==> config.mk <==
export PLATFORM = sky130hd
export DESIGN_NAME = weighted_symbol_sampler
export DESIGN_NICKNAME = d
export VERILOG_FILES = /design/src/rtl/core/wss_pkg.sv /design/src/rtl/core/wss_ram.sv /design/src/rtl/core/wss_ctrl.sv /design/src/rtl/core/wss_dp.sv /design/src/rtl/core/weighted_symbol_sampler.sv
export SDC_FILE = /design/constraint.sdc
export NUM_CORES = 2
export LEC_CHECK = 0
export ABC_CLOCK_PERIOD_IN_PS = 13200
export BUFFER_PORTS_ARGS = -buffer_cell sky130_fd_sc_hd__buf_4
export CAP_MARGIN = 30
export CORE_UTILIZATION = 65
export DETAILED_ROUTE_END_ITERATION = 7
export PLACE_DENSITY_LB_ADDON = 0.2
export SYNTH_ARGS = -nofsm -noshare
export SYNTH_HDL_FRONTEND = slang
export SYNTH_HIERARCHICAL = 1
export SYNTH_SLANG_ARGS = --single-unit
==> constraint.sdc <==
create_clock -name i_clk -period 13.2 [get_ports i_clk]
set_clock_uncertainty 0.05 [all_clocks]
set_input_delay 1.32 -clock i_clk [delete_from_list [all_inputs] [get_ports i_clk]]
set_output_delay 1.32 -clock i_clk [all_outputs]
set_load 0.05 [all_outputs]
==> src/rtl/core/wss_pkg.sv <==
// ----------------------------------------------------------------------------
// wss_pkg
// Shared types and constants of the weighted symbol sampler.
// ----------------------------------------------------------------------------
package wss_pkg;

    localparam int WORD_W     = 64;
    localparam int COUNT_W    = 32;
    localparam int IDX_W      = 4;
    localparam int CFG_W      = 5;
    localparam int STATUS_W   = 2;
    localparam int DIV_CNT_W  = $clog2(WORD_W + 1);
    localparam logic [CFG_W-1:0] CFG_RESET = 5'd16;

    typedef enum logic {
        CMD_LOAD = 1'b0,
        CMD_DRAW = 1'b1
    } t_cmd;

    typedef enum logic [STATUS_W-1:0] {
        ST_CHOSEN     = 2'd0,
        ST_REJECT     = 2'd1,
        ST_ZERO_TOTAL = 2'd2,
        ST_PAST_END   = 2'd3
    } t_status;

    typedef enum logic [3:0] {
        S_IDLE,
        S_RD_S,
        S_MUL_LO,
        S_MUL_HI,
        S_MID,
        S_DIV,
        S_CHK,
        S_SRCH_RD,
        S_SRCH_CMP
    } t_state;

    // controller -> datapath
    typedef struct packed {
        logic    tbl_wr;
        logic    ld_x;
        logic    rd_last;
        logic    rd_idx;
        logic    cap_s;
        logic    mul_lo;
        logic    mul_hi;
        logic    mul_mid;
        logic    div_start;
        logic    div_step;
        logic    idx_clr;
        logic    idx_inc;
        logic    res_ld;
        logic    res_use_idx;
        t_status res_status;
    } t_dp_cmd;

    // datapath -> controller
    typedef struct packed {
        logic s_zero;
        logic div_last;
        logic reject;
        logic hit;
        logic idx_last;
        logic out_busy;
    } t_dp_sts;

endpackage

==> src/rtl/core/wss_ram.sv <==
// ----------------------------------------------------------------------------
// wss_ram
// Generic single-write, single-read RAM with registered read data.
// ----------------------------------------------------------------------------
module wss_ram #(
    parameter int WIDTH = 32,
    parameter int DEPTH = 16
) (
    input  logic                     i_clk,
    input  logic                     i_wr_en,
    input  logic [$clog2(DEPTH)-1:0] i_wr_addr,
    input  logic [WIDTH-1:0]         i_wr_data,
    input  logic                     i_rd_en,
    input  logic [$clog2(DEPTH)-1:0] i_rd_addr,
    output logic [WIDTH-1:0]         o_rd_data
);

    logic [WIDTH-1:0] r_mem [DEPTH];
    logic [WIDTH-1:0] r_rd_data;

    always_ff @(posedge i_clk) begin
        if (i_wr_en) begin
            r_mem[i_wr_addr] <= i_wr_data;
        end
        if (i_rd_en) begin
            r_rd_data <= r_mem[i_rd_addr];
        end
    end

    assign o_rd_data = r_rd_data;

endmodule

==> src/rtl/core/wss_ctrl.sv <==
// ----------------------------------------------------------------------------
// wss_ctrl
// Sequencer for load and draw beats: multiply, remainder loop, table search.
// ----------------------------------------------------------------------------
module wss_ctrl import wss_pkg::*; (
    input  logic    i_clk,
    input  logic    i_rst_n,
    input  logic    i_s_tvalid,
    input  logic    i_s_cmd,
    input  t_dp_sts i_sts,
    output t_dp_cmd o_cmd,
    output logic    o_s_tready
);

    t_state r_state;
    t_state n_state;

    always_ff @(posedge i_clk) begin
        if (!i_rst_n) begin
            r_state <= S_IDLE;
        end else begin
            r_state <= n_state;
        end
    end

    always_comb begin
        n_state    = r_state;
        o_cmd      = '0;
        o_s_tready = 1'b0;
        case (r_state)
            S_IDLE: begin
                o_s_tready = 1'b1;
                if (i_s_tvalid) begin
                    if (i_s_cmd == CMD_LOAD) begin
                        o_cmd.tbl_wr = 1'b1;
                    end else begin
                        o_cmd.ld_x    = 1'b1;
                        o_cmd.rd_last = 1'b1;
                        n_state       = S_RD_S;
                    end
                end
            end
            S_RD_S: begin
                o_cmd.cap_s = 1'b1;
                n_state     = S_MUL_LO;
            end
            S_MUL_LO: begin
                if (i_sts.s_zero) begin
                    if (!i_sts.out_busy) begin
                        o_cmd.res_ld     = 1'b1;
                        o_cmd.res_status = ST_ZERO_TOTAL;
                        n_state          = S_IDLE;
                    end
                end else begin
                    o_cmd.mul_lo = 1'b1;
                    n_state      = S_MUL_HI;
                end
            end
            S_MUL_HI: begin
                o_cmd.mul_hi = 1'b1;
                n_state      = S_MID;
            end
            S_MID: begin
                o_cmd.mul_mid   = 1'b1;
                o_cmd.div_start = 1'b1;
                n_state         = S_DIV;
            end
            S_DIV: begin
                o_cmd.div_step = 1'b1;
                if (i_sts.div_last) begin
                    n_state = S_CHK;
                end
            end
            S_CHK: begin
                if (i_sts.reject) begin
                    if (!i_sts.out_busy) begin
                        o_cmd.res_ld     = 1'b1;
                        o_cmd.res_status = ST_REJECT;
                        n_state          = S_IDLE;
                    end
                end else begin
                    o_cmd.idx_clr = 1'b1;
                    n_state       = S_SRCH_RD;
                end
            end
            S_SRCH_RD: begin
                o_cmd.rd_idx = 1'b1;
                n_state      = S_SRCH_CMP;
            end
            S_SRCH_CMP: begin
                // read data holds while we wait on a busy output
                if (i_sts.hit) begin
                    if (!i_sts.out_busy) begin
                        o_cmd.res_ld      = 1'b1;
                        o_cmd.res_use_idx = 1'b1;
                        o_cmd.res_status  = ST_CHOSEN;
                        n_state           = S_IDLE;
                    end
                end else if (i_sts.idx_last) begin
                    if (!i_sts.out_busy) begin
                        o_cmd.res_ld     = 1'b1;
                        o_cmd.res_status = ST_PAST_END;
                        n_state          = S_IDLE;
                    end
                end else begin
                    o_cmd.idx_inc = 1'b1;
                    n_state       = S_SRCH_RD;
                end
            end
            default: begin
                n_state = S_IDLE;
            end
        endcase
    end

endmodule

==> src/rtl/core/wss_dp.sv <==
// ----------------------------------------------------------------------------
// wss_dp
// Datapath: count table, shared 32x32 multiplier, bit-serial remainder,
// search index and the result register.
// ----------------------------------------------------------------------------
module wss_dp import wss_pkg::*; #(
    parameter int NUM_SYMBOLS = 16
) (
    input  logic                i_clk,
    input  logic                i_rst_n,
    input  t_dp_cmd             i_cmd,
    output t_dp_sts             o_sts,
    input  logic                i_cfg_wr_en,
    input  logic [CFG_W-1:0]    i_cfg_wr_data,
    input  logic [IDX_W-1:0]    i_entry_index,
    input  logic [COUNT_W-1:0]  i_cumulative_count,
    input  logic [WORD_W-1:0]   i_random_word,
    input  logic                i_m_tready,
    output logic                o_m_tvalid,
    output logic [STATUS_W-1:0] o_status,
    output logic [IDX_W-1:0]    o_symbol_index
);

    localparam int AW   = $clog2(NUM_SYMBOLS);
    localparam int IW   = (AW > IDX_W) ? AW : IDX_W;
    localparam int NW   = $clog2(NUM_SYMBOLS + 1);
    localparam int CMPW = (NW > CFG_W) ? NW : CFG_W;
    localparam int HW   = WORD_W / 2;

    logic [CFG_W-1:0]    r_sym_cnt;
    logic [WORD_W-1:0]   r_x;
    logic [COUNT_W-1:0]  r_s;
    logic [WORD_W-1:0]   r_prod_lo;
    logic [WORD_W-1:0]   r_prod_hi;
    logic [WORD_W-1:0]   r_lo;
    logic [COUNT_W-1:0]  r_hi;
    logic [COUNT_W-1:0]  r_rem;
    logic [DIV_CNT_W-1:0] r_div_cnt;
    logic [AW-1:0]       r_idx;
    logic                r_out_valid;
    logic [STATUS_W-1:0] r_status;
    logic [IDX_W-1:0]    r_sym;

    logic [IW-1:0]       wr_idx_ext;
    logic                wr_en;
    logic [CMPW-1:0]     cnt_ext;
    logic [CMPW-1:0]     n_active;
    logic [CMPW-1:0]     n_minus1;
    logic [AW-1:0]       last_addr;
    logic [AW-1:0]       rd_addr;
    logic [COUNT_W-1:0]  rd_data;
    logic [HW-1:0]       mul_op;
    logic [WORD_W-1:0]   mul_res;
    logic [WORD_W-1:0]   mid;
    logic [COUNT_W:0]    rem_sh;
    logic [COUNT_W:0]    rem_diff;
    logic [IW-1:0]       idx_ext;

    // load address and range check
    assign wr_idx_ext = IW'(i_entry_index);
    assign wr_en      = i_cmd.tbl_wr &&
                        ({1'b0, wr_idx_ext} < (IW + 1)'(NUM_SYMBOLS));

    // active entries: zero counts as one, saturate at the table depth
    assign cnt_ext   = CMPW'(r_sym_cnt);
    assign n_active  = (cnt_ext == '0) ? CMPW'(1) :
                       (cnt_ext > CMPW'(NUM_SYMBOLS)) ? CMPW'(NUM_SYMBOLS) : cnt_ext;
    assign n_minus1  = n_active - CMPW'(1);
    assign last_addr = n_minus1[AW-1:0];

    assign rd_addr = i_cmd.rd_last ? last_addr : r_idx;

    wss_ram #(
        .WIDTH (COUNT_W),
        .DEPTH (NUM_SYMBOLS)
    ) u_table (
        .i_clk     (i_clk),
        .i_wr_en   (wr_en),
        .i_wr_addr (wr_idx_ext[AW-1:0]),
        .i_wr_data (i_cumulative_count),
        .i_rd_en   (i_cmd.rd_last | i_cmd.rd_idx),
        .i_rd_addr (rd_addr),
        .o_rd_data (rd_data)
    );

    // one 32x32 multiplier shared by both halves of the word
    assign mul_op  = i_cmd.mul_hi ? r_x[WORD_W-1:HW] : r_x[HW-1:0];
    assign mul_res = mul_op * r_s;
    assign mid     = r_prod_hi + {{HW{1'b0}}, r_prod_lo[WORD_W-1:HW]};

    // restoring remainder step over the dividend 2^64 - s
    assign rem_sh   = {r_rem, r_x[WORD_W-1]};
    assign rem_diff = rem_sh - {1'b0, r_s};

    assign idx_ext = IW'(r_idx);

    always_ff @(posedge i_clk) begin
        if (!i_rst_n) begin
            r_sym_cnt   <= CFG_RESET;
            r_out_valid <= 1'b0;
        end else begin
            if (i_cfg_wr_en) begin
                r_sym_cnt <= i_cfg_wr_data;
            end
            if (i_cmd.res_ld) begin
                r_out_valid <= 1'b1;
            end else if (i_m_tready) begin
                r_out_valid <= 1'b0;
            end
        end
    end

    always_ff @(posedge i_clk) begin
        if (i_cmd.ld_x) begin
            r_x <= i_random_word;
        end else if (i_cmd.div_start) begin
            r_x <= '0 - {{(WORD_W - COUNT_W){1'b0}}, r_s};
        end else if (i_cmd.div_step) begin
            r_x <= {r_x[WORD_W-2:0], 1'b0};
        end
        if (i_cmd.cap_s) begin
            r_s <= rd_data;
        end
        if (i_cmd.mul_lo) begin
            r_prod_lo <= mul_res;
        end
        if (i_cmd.mul_hi) begin
            r_prod_hi <= mul_res;
        end
        if (i_cmd.mul_mid) begin
            r_hi <= mid[WORD_W-1:HW];
            r_lo <= {mid[HW-1:0], r_prod_lo[HW-1:0]};
        end
        if (i_cmd.div_start) begin
            r_rem     <= '0;
            r_div_cnt <= DIV_CNT_W'(WORD_W);
        end else if (i_cmd.div_step) begin
            r_rem     <= rem_diff[COUNT_W] ? rem_sh[COUNT_W-1:0] : rem_diff[COUNT_W-1:0];
            r_div_cnt <= r_div_cnt - DIV_CNT_W'(1);
        end
        if (i_cmd.idx_clr) begin
            r_idx <= '0;
        end else if (i_cmd.idx_inc) begin
            r_idx <= r_idx + AW'(1);
        end
        if (i_cmd.res_ld) begin
            r_status <= i_cmd.res_status;
            r_sym    <= i_cmd.res_use_idx ? idx_ext[IDX_W-1:0] : '0;
        end
    end

    assign o_sts.s_zero   = (r_s == '0);
    assign o_sts.div_last = (r_div_cnt == DIV_CNT_W'(1));
    assign o_sts.reject   = (r_lo < {{(WORD_W - COUNT_W){1'b0}}, r_rem});
    assign o_sts.hit      = (r_hi < rd_data);
    assign o_sts.idx_last = (r_idx == last_addr);
    assign o_sts.out_busy = r_out_valid && !i_m_tready;

    assign o_m_tvalid     = r_out_valid;
    assign o_status       = r_status;
    assign o_symbol_index = r_sym;

endmodule

==> src/rtl/core/weighted_symbol_sampler.sv <==
// ----------------------------------------------------------------------------
// weighted_symbol_sampler
// Load beat: the entry is written as the beat is accepted. Draw beat: one at a
// time; zero total ends it early, else multiply, remainder, reject or search.
// The 64-step bit-serial remainder (2^64 - s) mod s sets the draw time.
// Sync active-low reset clears control and sets symbol_count to 16; the
// count table is not cleared.
// ----------------------------------------------------------------------------
module weighted_symbol_sampler import wss_pkg::*; #(
    parameter int NUM_SYMBOLS = 16
) (
    input  logic               i_clk,
    input  logic               i_rst_n,
    input  logic               i_cfg_wr_en,
    input  logic [CFG_W-1:0]   i_cfg_wr_data,
    input  logic               i_s_axis_tvalid,
    output logic               o_s_axis_tready,
    // entry_index [3:0], cumulative_count [35:4], random_word [99:36], pad
    input  logic [103:0]       i_s_axis_tdata,
    // cmd [0]
    input  logic               i_s_axis_tuser,
    output logic               o_m_axis_tvalid,
    input  logic               i_m_axis_tready,
    // symbol_index [3:0], pad
    output logic [7:0]         o_m_axis_tdata,
    // status [1:0]
    output logic [STATUS_W-1:0] o_m_axis_tuser
);

    t_dp_cmd          dp_cmd;
    t_dp_sts          dp_sts;
    logic [IDX_W-1:0] symbol_index;

    wss_ctrl u_ctrl (
        .i_clk      (i_clk),
        .i_rst_n    (i_rst_n),
        .i_s_tvalid (i_s_axis_tvalid),
        .i_s_cmd    (i_s_axis_tuser),
        .i_sts      (dp_sts),
        .o_cmd      (dp_cmd),
        .o_s_tready (o_s_axis_tready)
    );

    wss_dp #(
        .NUM_SYMBOLS (NUM_SYMBOLS)
    ) u_dp (
        .i_clk              (i_clk),
        .i_rst_n            (i_rst_n),
        .i_cmd              (dp_cmd),
        .o_sts              (dp_sts),
        .i_cfg_wr_en        (i_cfg_wr_en),
        .i_cfg_wr_data      (i_cfg_wr_data),
        .i_entry_index      (i_s_axis_tdata[3:0]),
        .i_cumulative_count (i_s_axis_tdata[35:4]),
        .i_random_word      (i_s_axis_tdata[99:36]),
        .i_m_tready         (i_m_axis_tready),
        .o_m_tvalid         (o_m_axis_tvalid),
        .o_status           (o_m_axis_tuser),
        .o_symbol_index     (symbol_index)
    );

    assign o_m_axis_tdata = {4'b0000, symbol_index};

endmodule

Word level (Yosys, flattened, before mapping)
Memories as Yosys holds them, arrays and structs flattened. A register that Yosys moved wholly into a read port is not among the register bits.
Cells that the tools add are included.
{ "totals": {"ff_bits": 379, "latchBits": 0, "ram_bits": 512, "rom_bits": 0, "in_bits": 115, "output_inout_bits": 12, "elab_cells": 102, "memories": 1} }
{ "classes": {"n_addsub": 6, "n_mul": 1, "div": 0, "magnitude_cmp": 3, "n_eq_ne": 13, "shifts": 0, "n_mux": 55, "bitwise_logic": 1, "n_reduce_logical": 8} }
{ "memory_table": {"columns": ["memory", "depth", "width", "rd", "rd_ports_with_merged_regs", "wr", "line_no", "source"], "rows": [
  ["u_dp.u_table.r_mem", 16, 32, 1, 1, 1, "wss_ram.sv:18", "logic [WIDTH-1:0] r_mem [DEPTH];"]
]} }
{ "ops": {"columns": ["operator", "n"], "rows": [
  ["two-way mux 64 bit", 3],
  ["adder 64 x 32 -> 64 bit", 1],
  ["less-than comparator 64 x 32 -> 1 bit", 1],
  ["multiplier 32 x 32 -> 64 bit", 1],
  ["two-way mux 32 bit", 2],
  ["two-way mux 4 bit", 12],
  ["one-hot mux 4 bit (9 select lines)", 1],
  ["subtractor 1 x 32 -> 33 bit, first input constant", 1],
  ["subtractor 33 x 32 -> 33 bit", 1],
  ["zero test 32 bit", 1],
  ["less-than comparator 32 bit", 1],
  ["two-way mux 1 bit", 25],
  ["== test 4 x 3 -> 1 bit, second input constant", 4],
  ["two-way mux 2 bit", 8],
  ["== test 4 x 2 -> 1 bit, second input constant", 2],
  ["== test 7 x 1 -> 1 bit, second input constant", 1],
  ["subtractor 7 x 1 -> 7 bit, second input constant", 1],
  ["two-way mux 3 bit", 2],
  ["inequality test 2 bit, second input constant", 3],
  ["one-hot mux 2 bit (3 select lines)", 1],
  ["> comparator 5 bit, second input constant", 1],
  ["zero test 5 bit", 1],
  ["adder 4 x 1 -> 4 bit, second input constant", 1],
  ["== test 4 x 1 -> 1 bit, second input constant", 1],
  ["11 further kinds", 11]
]} }

Longest topological paths before layout
{ "depth": {"word_depth": 9, "mapped_depth": 35, "ltp_nobuf": 30} }

By module
The synthesis kept the hierarchy.
{ "modules_own_cells": {"columns": ["module", "instances", "cells_per_inst", "area_each_um2"], "rows": [
  ["wss_dp", 1, 5456, 51897.3],
  ["wss_ram", 1, 838, 20155.6],
  ["wss_ctrl", 1, 66, 515.5],
  ["weighted_symbol_sampler", 1, 5, 33.8]
]} }

Least setup slack after synthesis
Ideal clock, no wire load.
{ "synth_timing": {"kind": "register to register", "start": "reg u_ctrl.r_state[0]", "end": "reg u_dp.r_prod_hi[62] (data pin)", "arrival_time_ns": 11.792, "slack_ns": 1.085, "stages_incl_launch_ff": 34, "synth_period_minus_slack_ns": 12.115, "path_cell_list": "dfxtp_1 buf_6 clkbuf_1 nand2_1 nor2_1 clkbuf_1 buf_1 mux2i_1 clkbuf_1 nor2_1 fa_1 inv_1 fa_1 fa_1 fa_1 inv_1 fa_1 fa_1 fa_1 inv_1 fa_1 inv_1 ha_1 clkbuf_1 nand2_1 o211ai_1 a21oi_1 or3_1 o21a_1 o41ai_1 nand3_1 a31oi_1 o21a_1 o211ai_1"} }
{ "synth_lines": {"columns": ["element", "line_no", "source"], "rows": [
  ["start: declaration", "wss_ctrl.sv:15", "t_state r_state;"],
  ["start signal: assignment", "wss_ctrl.sv:22", "r_state <= n_state;"],
  ["end signal: assignment", "wss_dp.sv:128", "r_prod_hi <= mul_res;"],
  ["end: declaration", "wss_dp.sv:34", "logic [WORD_W-1:0] r_prod_hi;"]
]} }

==> reports/results.md <==
| Item | Reported | Unit |
|---|---|---|
| Most numerous cell on the critical path | sky130_fd_sc_hd__fa_1 | - |
| Type of the worst setup path | reg2reg | - |
| Total placed cells including tap cells | 7754 | - |
| CTS Root Cell | sky130_fd_sc_hd__clkbuf_16 | - |
| Vertical die dimension | 336.2 | µm |
| Average cell area after synthesis | 11.41 | µm² |
| Top_reg_cell synth | sky130_fd_sc_hd__edfxtp_1 | - |
| RSZ-0062 raised after global routing | false | - |
| Worst min path class | reg2reg | - |
| Remaining DRCs | 0 | - |
| IO buf count | 118 | - |
| Final ANT Viol Nets | 0 | - |
| Level count of the clock H-tree | 3 | - |
| Slowest cell on the critical path | sky130_fd_sc_hd__dfxtp_1 | - |
| Warnings, synthesis | 6 | - |
| Initial core utilization | 65.60 | % |
| Number of violations of the max-capacitance limit | 0 | - |
| Post-cts repair resize count | 0 | - |
| Clk_lat worst skew | 0.71 | ns |
| Worst endpoint required time | 13.55 | ns |
| Average detailed-routed wire length per instance | 26.84 | µm |
| CTS tree | built | - |
| Fin Setup TNS | 0 | ns |
| Final setup slack of the worst path | 2.431 | ns |
| Total wirelength of the detailed-routed design | 213100 | µm |
| Growth of design area from synthesis to finish | 8.346 | % |
| Slew HR | 25.39 | % |
| Die X | 336.2 | µm |
| Largest area contributor in the netlist | sky130_fd_sc_hd__edfxtp_1 | - |
| Core region area | 110700 | µm² |
| Fin Hold WS | 0.3549 | ns |
| Total routing usage reported by global routing | 38.89 | % |
| Clock buffers created by TritonCTS | 93 | - |
| Synth Instances | 6365 | - |
| Detailed-routing iteration count for the pre-antenna-repair pass | 6 | - |
| Net count, final | 7774 | - |
| Antenna violations before repair | 12 | - |
| Estimated wirelength of the detail-placed design | 148600 | µm |
| Cell types occupying the most area after synthesis | sky130_fd_sc_hd__edfxtp_1 (36%), sky130_fd_sc_hd__fa_1 (25%), sky130_fd_sc_hd__ha_1 (6.8%) | - |
| Count of fill cells added during filler insertion | 7661 | - |
| Total count of max-transition violations in the final report | 0 | - |
| Top achievable clock speed | 0.09286 | GHz |
| Maximum number of pins on one net before global-route repair | 99 | - |
| Buffers inserted during post-CTS setup optimization | 0 | - |
| Run status | complete, no violations | - |
| Final clock period utilization by the worst path | 81.58 | % |
| Total congestion overflow after global routing | 0 | - |
| Final non-filler cell total | 7937 | - |
| Count of boundary I/O pins | 127 | - |
| #FFs+latches synth | 923 | - |
| Share of the synthesized area in the top cell type | 35.98 | % |
| Ratio of routed vias to standard cells | 6.292 | - |
| Die outline area | 113000 | µm² |
| Buffer depth of the longest clock path | 3 | - |
| Fraction of final layout cells sized beyond drive strength 1 | 9.683 | % |
| Async set-reset flop share out of synthesis | 0 | % |
| Num Clock Sinks | 923 | - |
| Worst R2R Setup Slack | 2.43 | ns |
| Worst Setup Start Kind | flip-flop | - |
| Synth top cells by count | sky130_fd_sc_hd__inv_1 (996), sky130_fd_sc_hd__fa_1 (898), sky130_fd_sc_hd__edfxtp_1 (870) | - |
| Detailed Route Iter0 Violations | 5073 | - |
| Data arrival time of the worst path | 11.12 | ns |
| Slew at the pin with the worst max-slew slack | 1.096 | ns |
| Mapped Area | 72600 | µm² |
| Register area share after synthesis | 37.45 | % |
| Number of hold buffers added after CTS | 0 | - |
| Setup-violating endpoint count in the final report | 0 | - |
| Min cycle time layout | 10.77 | ns |
| Biggest cell delay along the critical path | 0.82 | ns |
| Vias in the first global route | 51780 | - |
| Total number of vias | 49940 | - |
| Count of unique library cells instantiated by Yosys | 89 | - |
| Cell Rows | 122 | - |
| Pre-CTS setup slack | 2.079 | ns |
| Top-count cell post-synth | sky130_fd_sc_hd__inv_1 | - |
| Final-report hold violation count | 0 | - |
| Post-synth EDFFs | 870 | - |
| First-pass GRT wire length | 317300 | µm |
| Clock slew seen by the registers of the worst setup and hold paths | 0.06 | ns |
| Routability Congestion | 0.9841 | - |
| Element type at the critical path end | flip-flop | - |
| Max Fanout on Critical Path | 32 | - |
==> critical path: cells and delay by family (launching register included) <==
kind / cells / cell delay (ns)
muxes: 1 / 0.71
adders and majority gates: 9 / 4.68
and+or+nand+nor: 7 / 1.64
buffers and inverters: 5 / 0.87
AOI/OAI and AO/OA: 6 / 1.67
DFF: 1 / 0.82
==> metal layers <==
layer	GRT usage, %	part of all wire [%]	wire length, µm	vias to the layer above
li1	-	-	-	20970
met1	48.91	35	75380	25080
met2	60.28	46	98140	3056
met3	9.619	11	23190	824
met4	25.81	7.7	16320	8
met5	0	0.021	44	-
==> through the flow <==
step           utilization, %  cell area, µm²
2_1_floorplan               -           72610
3_3_place_gp            67.97           75220
3_5_place_dp            68.05           75310
4_1_cts                 70.93           78500
5_1_grt                 71.07           78650
6_report                71.08           78660
==> layout make-up <==
cell class | count | area, µm² | area share [%]
clock inverters | 59 | 720.7 | 0.9162
flip-flops and latches | 923 | 27190 | 34.56
well taps | 1488 | 1862 | 2.367
inverters | 1003 | 3765 | 4.786
clock buffers | 113 | 2464 | 3.132
multi-input cells | 4108 | 40670 | 51.70
repair buffers | 238 | 1982 | 2.520
diodes | 5 | 12.51 | 0.01591
==> flip-flops by register name, summed over array words and instances, names as in the netlist <==
| register | count |
|---|---|
| u_dp/o_symbol_index | 4 |
| u_dp/u_table/o_rd_data | 32 |
| u_dp/r_s | 32 |
| u_dp/r_prod_hi | 64 |
| u_dp/cnt_ext | 5 |
| u_dp/o_status | 2 |
| u_dp/r_div_cnt | 7 |
| u_dp/r_rem | 32 |
| u_dp/u_table/r_mem | 512 |
| u_dp/r_x | 64 |
| u_dp/r_lo | 64 |
| u_dp/r_hi | 32 |
| u_ctrl/r_state | 4 |
| u_dp/o_m_tvalid | 1 |
| u_dp/idx_ext | 4 |
| u_dp/r_prod_lo | 64 |
==> layout by cell type (no fill, tap or decap), types with 15 or more instances in the layout <==
cell / synthesis / final
sky130_fd_sc_hd__nand3_1: 49 / 49
sky130_fd_sc_hd__o21ai_0: 127 / 127
sky130_fd_sc_hd__clkbuf_16: 0 / 94
sky130_fd_sc_hd__buf_4: 16 / 226
sky130_fd_sc_hd__nor2_4: 1 / 16
sky130_fd_sc_hd__nor4_1: 16 / 15
sky130_fd_sc_hd__and3_1: 21 / 19
sky130_fd_sc_hd__o21bai_1: 17 / 17
sky130_fd_sc_hd__clkbuf_1: 281 / 15
sky130_fd_sc_hd__o21ai_1: 32 / 32
sky130_fd_sc_hd__o21a_1: 19 / 19
sky130_fd_sc_hd__fa_1: 898 / 898
sky130_fd_sc_hd__dfxtp_1: 53 / 53
sky130_fd_sc_hd__nand2b_1: 33 / 33
sky130_fd_sc_hd__a21o_1: 89 / 89
sky130_fd_sc_hd__mux2i_1: 41 / 17
sky130_fd_sc_hd__nand4_1: 50 / 50
sky130_fd_sc_hd__xnor2_1: 120 / 119
sky130_fd_sc_hd__xor2_1: 59 / 59
sky130_fd_sc_hd__inv_1: 996 / 994
sky130_fd_sc_hd__a22oi_1: 64 / 64
sky130_fd_sc_hd__edfxtp_1: 870 / 870
sky130_fd_sc_hd__nor2b_1: 44 / 42
sky130_fd_sc_hd__clkinv_1: 6 / 22
sky130_fd_sc_hd__nor2_1: 664 / 649
sky130_fd_sc_hd__nand2_1: 620 / 620
sky130_fd_sc_hd__nor3_1: 45 / 41
sky130_fd_sc_hd__a211oi_1: 62 / 62
sky130_fd_sc_hd__mux4_2: 128 / 128
sky130_fd_sc_hd__and2_1: 117 / 116
sky130_fd_sc_hd__a21oi_1: 201 / 199
sky130_fd_sc_hd__ha_1: 394 / 394
sky130_fd_sc_hd__mux2_2: 32 / 32
==> worst paths after layout <==
path                            from            endpoint  cells past startpoint
setup / recovery   u_ctrl/r_state[0]  u_dp/r_prod_lo[62]                     28
hold / removal    u_dp/r_prod_lo[20]       u_dp/r_lo[20]                      0
setup reg to reg   u_ctrl/r_state[0]  u_dp/r_prod_lo[62]                     28
hold reg to reg   u_dp/r_prod_lo[20]       u_dp/r_lo[20]                      0
==> kinds of logic (layout without fill, tap and decap cells) <==
family	Yosys count	in the layout	synth area share (%)
AND/OR/NAND/NOR	1721	1721	10.50
buffers and inverters	1337	1413	7.069
adder cells (fa/ha/maj)	1292	1292	31.55
flip-flops	923	923	37.45
AO/OA/AOI/OAI	710	710	6.225
multiplexers	202	202	5.048
XOR/XNOR	179	179	2.159
other	1	9	0.005165
Power is not shown: default switching activity piles up to over one toggle a cycle in this logic, so the estimate is an artifact.
